==> config.mk <==
export PLATFORM = sky130hd
export DESIGN_NAME = frame_deframer_crc32
export DESIGN_NICKNAME = d
export VERILOG_FILES = /design/src/sv/fdc_pkg.sv /design/src/sv/frame_deframer_crc32.sv /design/src/sv/fdc_crc32_byte.sv /design/src/sv/fdc_parser.sv
export SDC_FILE = /design/constraint.sdc
export NUM_CORES = 1
export LEC_CHECK = 0
export ABC_AREA = 1
export BUFFER_PORTS_ARGS = -buffer_cell sky130_fd_sc_hd__buf_2
export CAP_MARGIN = 15
export CORE_AREA = 5 5 142 144
export DETAILED_ROUTE_END_ITERATION = 8
export DIE_AREA = 0 0 147 149
export HOLD_SLACK_MARGIN = 0.12
export MAX_ROUTING_LAYER = met4
export PLACE_DENSITY = 0.82
export SYNTH_ARGS = -nofsm -noshare
export SYNTH_HDL_FRONTEND = slang
export SYNTH_SLANG_ARGS = --single-unit
==> constraint.sdc <==
create_clock -name clk -period 7.1 [get_ports clk]
set_input_delay 2.13 -clock clk [delete_from_list [all_inputs] [get_ports clk]]
set_output_delay 2.13 -clock clk [all_outputs]
set_load 0.02 [all_outputs]
==> src/sv/fdc_pkg.sv <==
// Shared types and constants for the STX/ETX frame receiver with CRC-32 check.
`timescale 1ns / 1ps

package fdc_pkg;

  localparam logic [7:0]  BYTE_STX      = 8'h02;
  localparam logic [7:0]  BYTE_ETX      = 8'h03;
  localparam logic [7:0]  BYTE_ACK      = 8'hFF;
  localparam logic [7:0]  BYTE_NACK     = 8'hFE;
  localparam logic [31:0] CRC_INIT      = 32'hFFFF_FFFF;
  localparam logic [31:0] CRC_POLY      = 32'hEDB8_8320;
  localparam logic [15:0] TIMEOUT_RESET = 16'd500;
  localparam logic [15:0] IDLE_MAX      = 16'hFFFF;
  localparam logic [2:0]  CRC_BYTES     = 3'd4;

  typedef enum logic [3:0] {
    PH_SEARCH = 4'd0,
    PH_FDEST  = 4'd1,
    PH_NHOP   = 4'd2,
    PH_SRC    = 4'd3,
    PH_TTL    = 4'd4,
    PH_LEN    = 4'd5,
    PH_DATA   = 4'd6,
    PH_CRC    = 4'd7,
    PH_ETX    = 4'd8
  } phase_t;

  typedef enum logic [2:0] {
    EV_NONE      = 3'd0,
    EV_PAYLOAD   = 3'd1,
    EV_GOOD      = 3'd2,
    EV_CRC_ERR   = 3'd3,
    EV_FRAME_ERR = 3'd4,
    EV_TIMEOUT   = 3'd5,
    EV_NOT_ADDR  = 3'd6
  } event_t;

  typedef enum logic [1:0] {
    KIND_DATA = 2'd0,
    KIND_ACK  = 2'd1,
    KIND_NACK = 2'd2
  } kind_t;

  typedef enum logic [0:0] {
    REQ_BYTE = 1'b0,
    REQ_TICK = 1'b1
  } req_type_t;

  typedef enum logic [0:0] {
    CFG_MY_ID        = 1'b0,
    CFG_BYTE_TIMEOUT = 1'b1
  } cfg_index_t;

  typedef struct packed {
    logic [0:0] req_type;
    logic [7:0] rx_byte;
  } req_t;

  typedef struct packed {
    logic [2:0] event_res;
    logic [7:0] payload_byte;
    logic [7:0] payload_index;
    logic [1:0] frame_kind;
    logic [7:0] final_dest;
    logic [7:0] source_node;
    logic [7:0] hops_left;
    logic [7:0] payload_length;
    logic       forward_needed;
  } res_t;

endpackage

==> src/sv/frame_deframer_crc32.sv <==
// Top level of the STX/ETX frame receiver with CRC-32 check.
//
// Usage: each request on the req channel is either a received byte or a
// one millisecond tick. Every accepted request yields exactly one result on
// the res channel: event none, a payload byte with its index, or a frame
// outcome (good, CRC error, framing error, timeout, not addressed); good, CRC
// error and not addressed carry the header fields, frame kind and forward flag.
// Registers: the request is captured in the input register when accepted and
// its result in the output register when it steps; a result stall can hold it between.
// Throughput: one request per cycle while no result is stalled; the byte-wide CRC
// update and phase machine sit in the single stage between the two registers.
// Stall: when res_stall holds a waiting result, the input register keeps
// one more request and then req_stall rises until the result is taken.
// Configuration: cfg_ready is always high; write my_id (index 0) and
// byte_timeout (index 1) only while no request is in flight.
// Reset (rst, synchronous): empties both registers, returns the receiver to
// the start-byte search, my_id to 0 and byte_timeout to 500.
`timescale 1ns / 1ps

module frame_deframer_crc32 (
  input  logic                clk,
  input  logic                rst,
  input  logic                req_valid,
  output logic                req_stall,
  input  fdc_pkg::req_t       req,
  output logic                res_valid,
  input  logic                res_stall,
  output fdc_pkg::res_t       res,
  input  logic                cfg_valid,
  output logic                cfg_ready,
  input  fdc_pkg::cfg_index_t cfg_index,
  input  logic [15:0]         cfg_data
);

  logic          req_q_valid;
  fdc_pkg::req_t req_q;
  logic          advance;
  logic          step;
  fdc_pkg::res_t res_comb;
  logic [7:0]    my_id;
  logic [15:0]   byte_timeout;

  assign cfg_ready = 1'b1;
  assign advance   = !res_valid || !res_stall;
  assign step      = req_q_valid && advance;
  assign req_stall = req_q_valid && !advance;

  always_ff @(posedge clk) begin
    if (rst) begin
      my_id        <= 8'd0;
      byte_timeout <= fdc_pkg::TIMEOUT_RESET;
    end else if (cfg_valid && cfg_ready) begin
      unique case (cfg_index)
        fdc_pkg::CFG_MY_ID:        my_id        <= cfg_data[7:0];
        fdc_pkg::CFG_BYTE_TIMEOUT: byte_timeout <= cfg_data;
        default: ;
      endcase
    end
  end

  always_ff @(posedge clk) begin
    if (rst) begin
      req_q_valid <= 1'b0;
    end else if (req_valid && !req_stall) begin
      req_q_valid <= 1'b1;
    end else if (advance) begin
      req_q_valid <= 1'b0;
    end
  end

  always_ff @(posedge clk) begin
    if (req_valid && !req_stall) begin
      req_q <= req;
    end
  end

  fdc_parser u_parser (
    .clk          (clk),
    .rst          (rst),
    .step         (step),
    .req          (req_q),
    .my_id        (my_id),
    .byte_timeout (byte_timeout),
    .res          (res_comb)
  );

  always_ff @(posedge clk) begin
    if (rst) begin
      res_valid <= 1'b0;
    end else if (step) begin
      res_valid <= 1'b1;
    end else if (!res_stall) begin
      res_valid <= 1'b0;
    end
  end

  always_ff @(posedge clk) begin
    if (step) begin
      res <= res_comb;
    end
  end

  a_step_fills_result: assert property (@(posedge clk) disable iff (rst)
    step |=> res_valid)
    else $error("processed request produced no result");

  a_stall_only_when_full: assert property (@(posedge clk) disable iff (rst)
    req_stall |-> (res_valid && res_stall && req_q_valid))
    else $error("input stalled while the pipeline can move");

endmodule

==> src/sv/fdc_crc32_byte.sv <==
// Byte-wide update of the reflected CRC-32.
`timescale 1ns / 1ps

module fdc_crc32_byte (
  input  logic [31:0] crc_in,
  input  logic [7:0]  data_byte,
  output logic [31:0] crc_out
);

  always_comb begin
    logic [31:0] c;
    c = crc_in ^ {24'd0, data_byte};
    for (int i = 0; i < 8; i++) begin
      if (c[0]) begin
        c = (c >> 1) ^ fdc_pkg::CRC_POLY;
      end else begin
        c = c >> 1;
      end
    end
    crc_out = c;
  end

endmodule

==> src/sv/fdc_parser.sv <==
// Frame parser: phase machine, header capture, CRC check, timeout and result forming.
`timescale 1ns / 1ps

module fdc_parser (
  input  logic         clk,
  input  logic         rst,
  input  logic         step,
  input  fdc_pkg::req_t req,
  input  logic [7:0]   my_id,
  input  logic [15:0]  byte_timeout,
  output fdc_pkg::res_t res
);

  fdc_pkg::phase_t phase, phase_next;
  logic [31:0] crc_acc, crc_acc_next, crc_upd;
  logic [31:0] received_crc, received_crc_next;
  logic [2:0]  crc_byte_count, crc_byte_count_next;
  logic [7:0]  final_dest_reg, final_dest_reg_next;
  logic [7:0]  next_hop_reg, next_hop_reg_next;
  logic [7:0]  source_reg, source_reg_next;
  logic [7:0]  ttl_reg, ttl_reg_next;
  logic [7:0]  length_reg, length_reg_next;
  logic [7:0]  data_count, data_count_next;
  logic [7:0]  first_payload, first_payload_next;
  logic [15:0] idle_ticks, idle_ticks_next;

  logic        is_tick;
  logic [7:0]  b;
  logic        active;
  logic [15:0] idle_inc;
  logic        timed_out;
  logic [7:0]  data_inc;
  logic [2:0]  crc_cnt_inc;
  logic        restart;
  fdc_pkg::kind_t kind;

  fdc_crc32_byte u_crc (
    .crc_in    (crc_acc),
    .data_byte (b),
    .crc_out   (crc_upd)
  );

  assign is_tick     = (req.req_type == fdc_pkg::REQ_TICK);
  assign b           = req.rx_byte;
  assign active      = (phase != fdc_pkg::PH_SEARCH) && (phase <= fdc_pkg::PH_ETX);
  assign idle_inc    = (idle_ticks == fdc_pkg::IDLE_MAX) ? idle_ticks : idle_ticks + 16'd1;
  assign timed_out   = is_tick && active && (idle_inc > byte_timeout);
  assign data_inc    = data_count + 8'd1;
  assign crc_cnt_inc = crc_byte_count + 3'd1;

  always_comb begin
    if (length_reg == 8'd0) begin
      kind = fdc_pkg::KIND_DATA;
    end else if (first_payload == fdc_pkg::BYTE_ACK) begin
      kind = fdc_pkg::KIND_ACK;
    end else if (first_payload == fdc_pkg::BYTE_NACK) begin
      kind = fdc_pkg::KIND_NACK;
    end else begin
      kind = fdc_pkg::KIND_DATA;
    end
  end

  // next phase
  always_comb begin
    phase_next = phase;
    if (is_tick) begin
      if (timed_out) begin
        phase_next = fdc_pkg::PH_SEARCH;
      end
    end else begin
      unique case (phase)
        fdc_pkg::PH_FDEST: phase_next = fdc_pkg::PH_NHOP;
        fdc_pkg::PH_NHOP:  phase_next = fdc_pkg::PH_SRC;
        fdc_pkg::PH_SRC:   phase_next = fdc_pkg::PH_TTL;
        fdc_pkg::PH_TTL:   phase_next = fdc_pkg::PH_LEN;
        fdc_pkg::PH_LEN:   phase_next = (b == 8'd0) ? fdc_pkg::PH_CRC : fdc_pkg::PH_DATA;
        fdc_pkg::PH_DATA:  phase_next = (data_inc == length_reg) ? fdc_pkg::PH_CRC
                                                                   : fdc_pkg::PH_DATA;
        fdc_pkg::PH_CRC:   phase_next = (crc_cnt_inc >= fdc_pkg::CRC_BYTES) ? fdc_pkg::PH_ETX
                                                                            : fdc_pkg::PH_CRC;
        fdc_pkg::PH_ETX:   phase_next = fdc_pkg::PH_SEARCH;
        default:           phase_next = (b == fdc_pkg::BYTE_STX) ? fdc_pkg::PH_FDEST
                                                                  : fdc_pkg::PH_SEARCH;
      endcase
    end
  end

  // datapath and result
  always_comb begin
    crc_acc_next        = crc_acc;
    received_crc_next   = received_crc;
    crc_byte_count_next = crc_byte_count;
    final_dest_reg_next = final_dest_reg;
    next_hop_reg_next   = next_hop_reg;
    source_reg_next     = source_reg;
    ttl_reg_next        = ttl_reg;
    length_reg_next     = length_reg;
    data_count_next     = data_count;
    first_payload_next  = first_payload;
    idle_ticks_next     = idle_ticks;
    restart             = 1'b0;
    res                 = '0;
    res.event_res       = fdc_pkg::EV_NONE;

    if (is_tick) begin
      if (active) begin
        idle_ticks_next = idle_inc;
      end
      if (timed_out) begin
        restart       = 1'b1;
        res.event_res = fdc_pkg::EV_TIMEOUT;
      end
    end else begin
      idle_ticks_next = 16'd0;
      unique case (phase)
        fdc_pkg::PH_FDEST: begin
          crc_acc_next        = crc_upd;
          final_dest_reg_next = b;
        end
        fdc_pkg::PH_NHOP: begin
          crc_acc_next      = crc_upd;
          next_hop_reg_next = b;
        end
        fdc_pkg::PH_SRC: begin
          crc_acc_next    = crc_upd;
          source_reg_next = b;
        end
        fdc_pkg::PH_TTL: begin
          crc_acc_next = crc_upd;
          ttl_reg_next = b;
        end
        fdc_pkg::PH_LEN: begin
          crc_acc_next    = crc_upd;
          length_reg_next = b;
          data_count_next = 8'd0;
        end
        fdc_pkg::PH_DATA: begin
          crc_acc_next = crc_upd;
          if (data_count == 8'd0) begin
            first_payload_next = b;
          end
          res.event_res     = fdc_pkg::EV_PAYLOAD;
          res.payload_byte  = b;
          res.payload_index = data_count;
          data_count_next   = data_inc;
        end
        fdc_pkg::PH_CRC: begin
          received_crc_next   = received_crc | ({24'd0, b} << {crc_byte_count[1:0], 3'b000});
          crc_byte_count_next = crc_cnt_inc;
        end
        fdc_pkg::PH_ETX: begin
          restart = 1'b1;
          if (b != fdc_pkg::BYTE_ETX) begin
            res.event_res = fdc_pkg::EV_FRAME_ERR;
          end else begin
            if (next_hop_reg != my_id) begin
              res.event_res = fdc_pkg::EV_NOT_ADDR;
            end else if (received_crc != ~crc_acc) begin
              res.event_res = fdc_pkg::EV_CRC_ERR;
            end else begin
              res.event_res = fdc_pkg::EV_GOOD;
            end
            res.frame_kind     = kind;
            res.final_dest     = final_dest_reg;
            res.source_node    = source_reg;
            res.hops_left      = ttl_reg;
            res.payload_length = length_reg;
            res.forward_needed = (res.event_res == fdc_pkg::EV_GOOD) &&
                                 (kind == fdc_pkg::KIND_DATA) && (final_dest_reg != my_id);
          end
        end
        default: begin
          restart = 1'b1;
          if (b == fdc_pkg::BYTE_STX) begin
            first_payload_next = 8'd0;
          end else begin
            res.event_res = fdc_pkg::EV_FRAME_ERR;
          end
        end
      endcase
    end

    if (restart) begin
      crc_acc_next        = fdc_pkg::CRC_INIT;
      received_crc_next   = 32'd0;
      crc_byte_count_next = 3'd0;
      data_count_next     = 8'd0;
    end
  end

  always_ff @(posedge clk) begin
    if (rst) begin
      phase          <= fdc_pkg::PH_SEARCH;
      crc_acc        <= fdc_pkg::CRC_INIT;
      received_crc   <= 32'd0;
      crc_byte_count <= 3'd0;
      final_dest_reg <= 8'd0;
      next_hop_reg   <= 8'd0;
      source_reg     <= 8'd0;
      ttl_reg        <= 8'd0;
      length_reg     <= 8'd0;
      data_count     <= 8'd0;
      first_payload  <= 8'd0;
      idle_ticks     <= 16'd0;
    end else if (step) begin
      phase          <= phase_next;
      crc_acc        <= crc_acc_next;
      received_crc   <= received_crc_next;
      crc_byte_count <= crc_byte_count_next;
      final_dest_reg <= final_dest_reg_next;
      next_hop_reg   <= next_hop_reg_next;
      source_reg     <= source_reg_next;
      ttl_reg        <= ttl_reg_next;
      length_reg     <= length_reg_next;
      data_count     <= data_count_next;
      first_payload  <= first_payload_next;
      idle_ticks     <= idle_ticks_next;
    end
  end

  a_crc_count_bound: assert property (@(posedge clk) disable iff (rst)
    crc_byte_count <= fdc_pkg::CRC_BYTES)
    else $error("crc byte count beyond four");

  a_etx_after_crc: assert property (@(posedge clk) disable iff (rst)
    phase == fdc_pkg::PH_ETX |-> crc_byte_count == fdc_pkg::CRC_BYTES)
    else $error("ETX phase without four CRC bytes");

endmodule
==> summary.md, run 1 <==
| Metric | Value |
|---|---|
| Reg-to-reg startpoint | u_parser.idle_ticks[0] |
| Hold_sp | byte_timeout[11] |
| Number of port buffers | 86 |
| Fin crit period | 4700 ps |
| Routed Antenna Nets | 0 |
| Post-synthesis sequential area ratio | 0.444 |
| Final design utilization | 0.707 |
| Antenna Cells | 0 |
| LEAKAGE | 5.67 nW |
| Vias per std cell | 5.75 |
| Number of max-cap violations | 0 |
| Post-DP HPWL | 21.2 mm |
| First-pass GRT wire length | 50.2 mm |
| Max reg flops | 54 |
| Clk sinks | 232 |
| Syn_area_per_cell | 7.55 µm² |
| M1 GR Usage | 0.370 |
| CP endpoint kind | output port |
| Residual DRC | 0 |
| Largest net degree at the start of global routing | 65 |
| Most Crowded Layer GR | met2 |
| DR iter-0 viols | 1200 |
| Core Region | 0.0186 mm² |
| FP Rows | 50 |
| Initial antenna violation count | 0 |
| Most common cell after layout, fill and taps aside | nand2_1 |
| Ports | 88 |
| Outcome | complete, no violations |
| Root Driver | clkbuf_16 |
| Sequential cell area | 0.00528 mm² |
| GR Util All Layers | 0.285 |
| Worst Path Required | 4970 ps |
| WL/cell | 16.3 µm |
| Placer Congestion | 1.02 |
| Vias in the first global route | 10100 |
| Fmax | 213 MHz |
| Worst slew margin | 0.268 |
| Crit path kind | in2out |
| Met3 Use GR | 0.0392 |
| Worst Tran Pin Value | 1100 ps |
| Crit path from | res_stall |
| Ratio of cells with drive above 1 in the final layout | 0.101 |
| EDFF count, synth | 63 |
| Worst-path clk slew | 60 ps |
| Ys flop type | dfxtp_1 |
| Max clock buf depth | 3 |
| Die W | 147 µm |
| CP Max Fanout | 3 |
| Async set or reset register ratio after synthesis | 0 |
| Most frequent cells in the layout | 326 x nand2_1, 171 x nand3_1, 169 x dfxtp_1, 165 x inv_1, 163 x nor2_1 |
| Setup_tns | 0 ps |
| H-tree levels | 1 |
| Met2 Usage GRT | 0.466 |
| DRT Wirelength | 30.6 mm |
| Hold Slack | 468 ps |
| Synth Warn # | 0 |
| Worst-Skew Late Latency | 520 ps |
| Filler cells | 1497 |
| Final hold viol count | 0 |
| Die ar. | 0.0219 mm² |
| Final period util | 0.662 |
| Die height | 149 µm |
| Final setup viols | 0 |
| FF+latch count, synth | 232 |
| # Post-CTS Setup Buffers | 0 |
| Netlist cell types | 45 |
| Hold Path Class | reg2reg |
| Clock skew | 17.8 ps |
| Initial Utilization | 0.639 |
| Grt total ovfl | 0 |
| Slew Limit Fails | 0 |
| Startpoint types | primary input |
| Total clock buffers created by CTS | 24 |
| Nets | 1678 |
| CTS tree | yes |
| Top Registers | res: 54 flops, u_parser.crc_acc: 32 flops, u_parser.received_crc: 32 flops |
| Post-Syn Area | 0.0119 mm² |
| RSZ-0062 raised after global routing | no |
| WP data arrival | 2570 ps |
| Largest reg by FF count | res |
| Multi-input logic area | 0.00556 mm² |
| Area grow syn2layout | 10.6% |
| PwrDens | 236 mW/mm² |
| Post-synth net total | 1625 |
| Cells after Synth | 1574 |
| Via count | 10800 |
| Hold_buf cts | 0 |
| DR pass1 iterations | 5 |
| Gates resized, CTS repair | 0 |
| Peak supply drop | 214 µV |
## through the flow
stage          setup slack (ps)  instances  instance area [µm²]  power (mW)
6_report                   2400       1879                13100        3.09
3_5_place_dp               2130       1834                12300        1.77
5_1_grt                    2320       1879                13100        3.20
3_3_place_gp               2220       1834                12300        1.76
4_1_cts                    2390       1878                13100        3.10
2_1_floorplan              2450       1574                11900        1.68
## cell type report
type                    count  share of cell area
repair buffers             91              0.0356
clock buffers              33              0.0514
clock inverters            11              0.0132
inverters                 182              0.0522
well taps                 234              0.0223
multi-input cells        1096               0.424
flip-flops and latches    232               0.402
## synthesized netlist by cell type (all sizes together) (4+ instances only)
cell type | n | area, µm²
o211ai | 8 | 60.1
or2 | 7 | 43.8
a21oi | 128 | 641
nor3 | 44 | 230
clkinv | 8 | 30.0
nor4 | 6 | 37.5
ha | 20 | 250
xnor2 | 29 | 269
dfxtp | 169 | 3380
nor2 | 167 | 647
nand3b | 4 | 30.0
o21ai | 74 | 370
nand3 | 176 | 928
nand2 | 334 | 1300
edfxtp | 63 | 1890
clkbuf | 29 | 109
inv | 174 | 656
xor2 | 51 | 447
buf | 35 | 248
nand4 | 34 | 213
## report_power, final
group / leakage, nW / internal, mW / switching, mW
logic: 3.25 / 0.105 / 0.219
registers: 2.01 / 1.39 / 0.0319
clock network: 0.408 / 0.818 / 0.530
total: 5.67 / 2.31 / 0.782
## routing by layer
layer | share of wire | up-vias
li1 | - | 5275
met1 | 0.42 | 4980
met2 | 0.47 | 469
met3 | 0.077 | 84
met4 | 0.026 | 0
met5 | 0 | -
## final timing paths
kind	end	slack (ps)	cells after the start
min	byte_timeout[11]	470	2
max	req_stall	2400	4
min reg2reg	byte_timeout[11]	470	2
max reg2reg	u_parser.crc_acc[19]	2880	21
## critical path, stage by stage
cell,delay [ps]
buf_2,70
nand2_1,70
nor2_1,120
buf_2,180
## logic make-up after synthesis
family                   after synthesis  share of synthesized area
AO/OA/AOI/OAI                        218                     0.0953
XOR/XNOR                              80                     0.0602
adder cells (fa/ha/maj)               20                     0.0211
buffers and inverters                246                     0.0877
flip-flops                           232                      0.444
other                                  1                   0.000316
AND/OR/NAND/NOR                      777                      0.291
Note: power is estimated with default switching activity, not from simulation.
==> run 2, diff against run 1 <==
--- a/config.mk
+++ b/config.mk
@@ -5,15 +5,15 @@
 export SDC_FILE = /design/constraint.sdc
 export NUM_CORES = 1
 export LEC_CHECK = 0
-export ABC_AREA = 1
+export ABC_AREA = 0
 export BUFFER_PORTS_ARGS = -buffer_cell sky130_fd_sc_hd__buf_2
 export CAP_MARGIN = 15
-export CORE_AREA = 5 5 142 144
+export CORE_AREA = 5 5 149 151
 export DETAILED_ROUTE_END_ITERATION = 8
-export DIE_AREA = 0 0 147 149
+export DIE_AREA = 0 0 154 156
 export HOLD_SLACK_MARGIN = 0.12
 export MAX_ROUTING_LAYER = met4
-export PLACE_DENSITY = 0.82
+export PLACE_DENSITY = 0.73
 export SYNTH_ARGS = -nofsm -noshare
 export SYNTH_HDL_FRONTEND = slang
 export SYNTH_SLANG_ARGS = --single-unit
==> constraint.sdc (replaced) <==
create_clock -name clk -period 4.11 [get_ports clk]
set_input_delay 1.233 -clock clk [delete_from_list [all_inputs] [get_ports clk]]
set_output_delay 1.233 -clock clk [all_outputs]
set_load 0.02 [all_outputs]
==> run 2 against run 1 <==
  * Sequential power rose by 73%
  * Clock skew down 8.0 ps
  * Wire length fell by 14%
  * Synthesized cell count is 29% lower
  * First-iteration DRC count fell by 45%
  * Clock power up 60%
  * Count of clock-buffer cells in the layout down 2
  * Sequential cell count unchanged
  * Via count decreased by 22%
  * Combinational power rose by 51%
  * Largest cell class unchanged
  * Largest power group unchanged
  * Highest routed layer unchanged
==> summary.md, run 2 <==
| Metric | Value |
|---|---|
| Nets | 1233 (-27%) |
| Cell depth of the worst flop-to-flop path | 12 (-43%) |
| Worst Tran Pin Value | 1050 ps (-43.9 ps) |
| Worst slew margin | 0.297 (+0.0296) |
| Biggest area consumer among synthesized cells | dfxtp_1 |
| Setup_tns | 0 ps (unchanged) |
| Hold Path Class | reg2reg |
| FF+latch count, synth | 232 (unchanged) |
| Initial Utilization | 0.532 (-0.108) |
| Most common cell after layout, fill and taps aside | dfxtp_1 |
| Async set or reset register ratio after synthesis | 0 (unchanged) |
| DR pass1 iterations | 5 (unchanged) |
| Post-Syn Area | 0.0110 mm² (-7.4%) |
| Hold_sp | u_parser.first_payload[4] |
| Number of max-cap violations | 0 (unchanged) |
| Worst-path clk slew | 60 ps (about the same) |
| Peak supply drop | 276 µV (+29%) |
| Hold Slack | 451 ps (-17.5 ps) |
| Post-DP HPWL | 17.8 mm (-16%) |
| Synth area leaders | dfxtp_1 31%, edfxtp_1 17%, xnor2_1 6.1%, xor2_1 4.9%, mux2i_1 3.6% |
| Total clock buffers created by CTS | 25 (+4.2%) |
| Post-synthesis sequential area ratio | 0.480 (+0.0356) |
| Reg-to-reg startpoint | u_parser.idle_ticks[3] |
| Ys flop type | dfxtp_1 |
| Cells after Synth | 1116 (-29%) |
| Residual DRC | 0 (unchanged) |
| Final setup viols | 0 (unchanged) |
| Vias per std cell | 5.74 (-0.20%) |
| Area grow syn2layout | 13.4% |
| Core Region | 0.0207 mm² (+11%) |
| Most frequent cells after synthesis | 169 x dfxtp_1, 101 x nor2_1, 86 x nand2_1 |
| Most common cell in the netlist | dfxtp_1 |
| First-pass GRT wire length | 42.4 mm (-15%) |
| Startpoint types | register |
| Ratio of cells with drive above 1 in the final layout | 0.153 (+0.0524) |
| Crit path kind | reg2reg |
| Worst Path Required | 4540 ps (-430 ps) |
| CTS tree | yes |
| Fin crit period | 3910 ps |
| Met3 Use GR | 0.0288 (-0.0103) |
| Netlist cell types | 69 (+53%) |
| Fmax | 255 MHz |
| Outcome | complete, no violations |
| Number of port buffers | 86 (unchanged) |
| Overall power | 5.10 mW (+65%) |
| Slew Limit Fails | 0 (unchanged) |
| Area post-placement | 0.0116 mm² (-5.3%) |
| Syn_area_per_cell | 9.86 µm² (+31%) |
| DRT Wirelength | 26.2 mm (-14%) |
| Max reg flops | 54 (unchanged) |
| Die height | 156 µm (+4.7%) |
| H-tree levels | 1 (unchanged) |
| Max clock buf depth | 3 (unchanged) |
| Crit path from | u_parser.idle_ticks[3] |
| GR Util All Layers | 0.219 (-0.0660) |
| DR iter-0 viols | 661 (-45%) |
| LEAKAGE | 4.70 nW (-17%) |
| WL/cell | 17.8 µm (+9.0%) |
| Final hold viol count | 0 (unchanged) |
| Antenna Cells | 0 (unchanged) |
| Clk sinks | 232 (unchanged) |
| Hold depth | 2 (unchanged) |
| CP Max Fanout | 33 (+30) |
| Worst-Skew Late Latency | 510 ps (about the same) |
| Root Driver | clkbuf_16 |
| Ports | 88 (unchanged) |
| Placer Congestion | 0.898 (-12%) |
| CP endpoint kind | register |
| Routed Antenna Nets | 0 (unchanged) |
| Synth Warn # | 0 (unchanged) |
| EDFF count, synth | 63 (unchanged) |
| M1 GR Usage | 0.297 (-0.0729) |
| Post-synth net total | 1167 (-28%) |
| Largest net degree at the start of global routing | 55 (-15%) |
| WP data arrival | 4350 ps (+1780 ps) |
| Vias in the first global route | 8093 (-20%) |
| FP Rows | 53 (+6.0%) |
| Via count | 8467 (-22%) |
| Clock skew | 9.78 ps (-7.98 ps) |
| Top Registers | res: 54 flops, u_parser.crc_acc: 32 flops, u_parser.received_crc: 32 flops |
| Most frequent cells in the layout | 169 x dfxtp_1, 101 x nor2_1, 86 x nand2_1, 86 x buf_2, 77 x xnor2_1 |
| Final period util | 0.952 |
| PwrDens | 409 mW/mm² (+74%) |
| Most Crowded Layer GR | met2 |
| Die ar. | 0.0240 mm² (+9.7%) |
| Die W | 154 µm (+4.8%) |
| Largest reg by FF count | res |
| Met2 Usage GRT | 0.345 (-0.121) |
| Final instance area | 0.0125 mm² (-5.0%) |
| Share of the synthesized area in the top cell type | 0.308 (+0.0228) |
| Initial antenna violation count | 0 (unchanged) |
| Grt total ovfl | 0 (unchanged) |
[run 2: changes by cell type in the layout (fill, tap and decap cells not counted), sizes merged, moves of 33 or more]
cell and change:
mux2i +40, nand2 -247, nor2 -66, and2 +33, a21oi -73, o21ai -56, xnor2 +51, inv -147
nand3 -150
[run 2: cell families after synthesis]
group           share of synthesized area
simple gates                        0.166
flops                               0.480
buf+inv                            0.0382
xor+xnor                            0.115
fa+ha+maj                          0.0228
mux                                0.0384
other cells                      0.000341
compound gates                      0.140
[run 2: per-stage QoR]
stage                     instances  worst slack [ps]  utilization
final                          1475               195        0.603
after global routing           1475             -28.4        0.603
after CTS                      1473              27.9        0.600
after detailed placement       1428              58.1        0.562
after global placement         1428               147        0.562
after floorplan                1116              61.2            -
[run 2: area by class of cell]
class	instances	area, µm²
Tap cell	275	344
Sequential cell	232	5280
Inverter	28	105
Clock inverter	14	125
Fill cell	1772	8210
Multi-Input combinational cell	785	5350
Clock buffer	31	658
Timing Repair Buffer	110	622
[run 2: metal layers]
| metal | part of all wire | wire (µm) |
|---|---|---|
| met1 | 0.44 | 11600 |
| met2 | 0.48 | 12500 |
| met3 | 0.055 | 1440 |
| met4 | 0.026 | 669 |
| met5 | 0 | 0 |
[run 2: worst max-delay path, cell delays in order, from the launching register on]
cell,delay (ps)
dfxtp_1,430
nand4_1,310
nor3_2,360
a31oi_1,230
and3_1,280
xor2_1,150
ha_1,310
a41o_1,230
a21oi_1,200
nor3_2,90
or4_1,520
a31o_2,480
nor3_1,250
[run 2: path summary, 6_finish.rpt]
check,slack [ps],endpoint
setup / recovery,200,u_parser.crc_byte_count[0]
hold / removal,450,u_parser.first_payload[4]
setup reg to reg,200,u_parser.crc_byte_count[0]
hold reg to reg,450,u_parser.first_payload[4]
[run 2: repair_timing]
| action | CTS | global route |
|---|---|---|
| setup endpoints to repair | 0 | 78 |
| setup buffers | 0 | 1 |
| hold buffers | 0 | 0 |
| resized for setup | 0 | 8 |
[run 2: report_power, final]
part / total (mW) / switching [mW] / leakage [nW] / internal (mW)
Sequential: 2.45 / 0.0452 / 1.94 / 2.40
Clock: 2.16 / 0.902 / 0.380 / 1.26
Combinational: 0.492 / 0.299 / 2.38 / 0.193
Total: 5.10 / 1.25 / 4.70 / 3.85
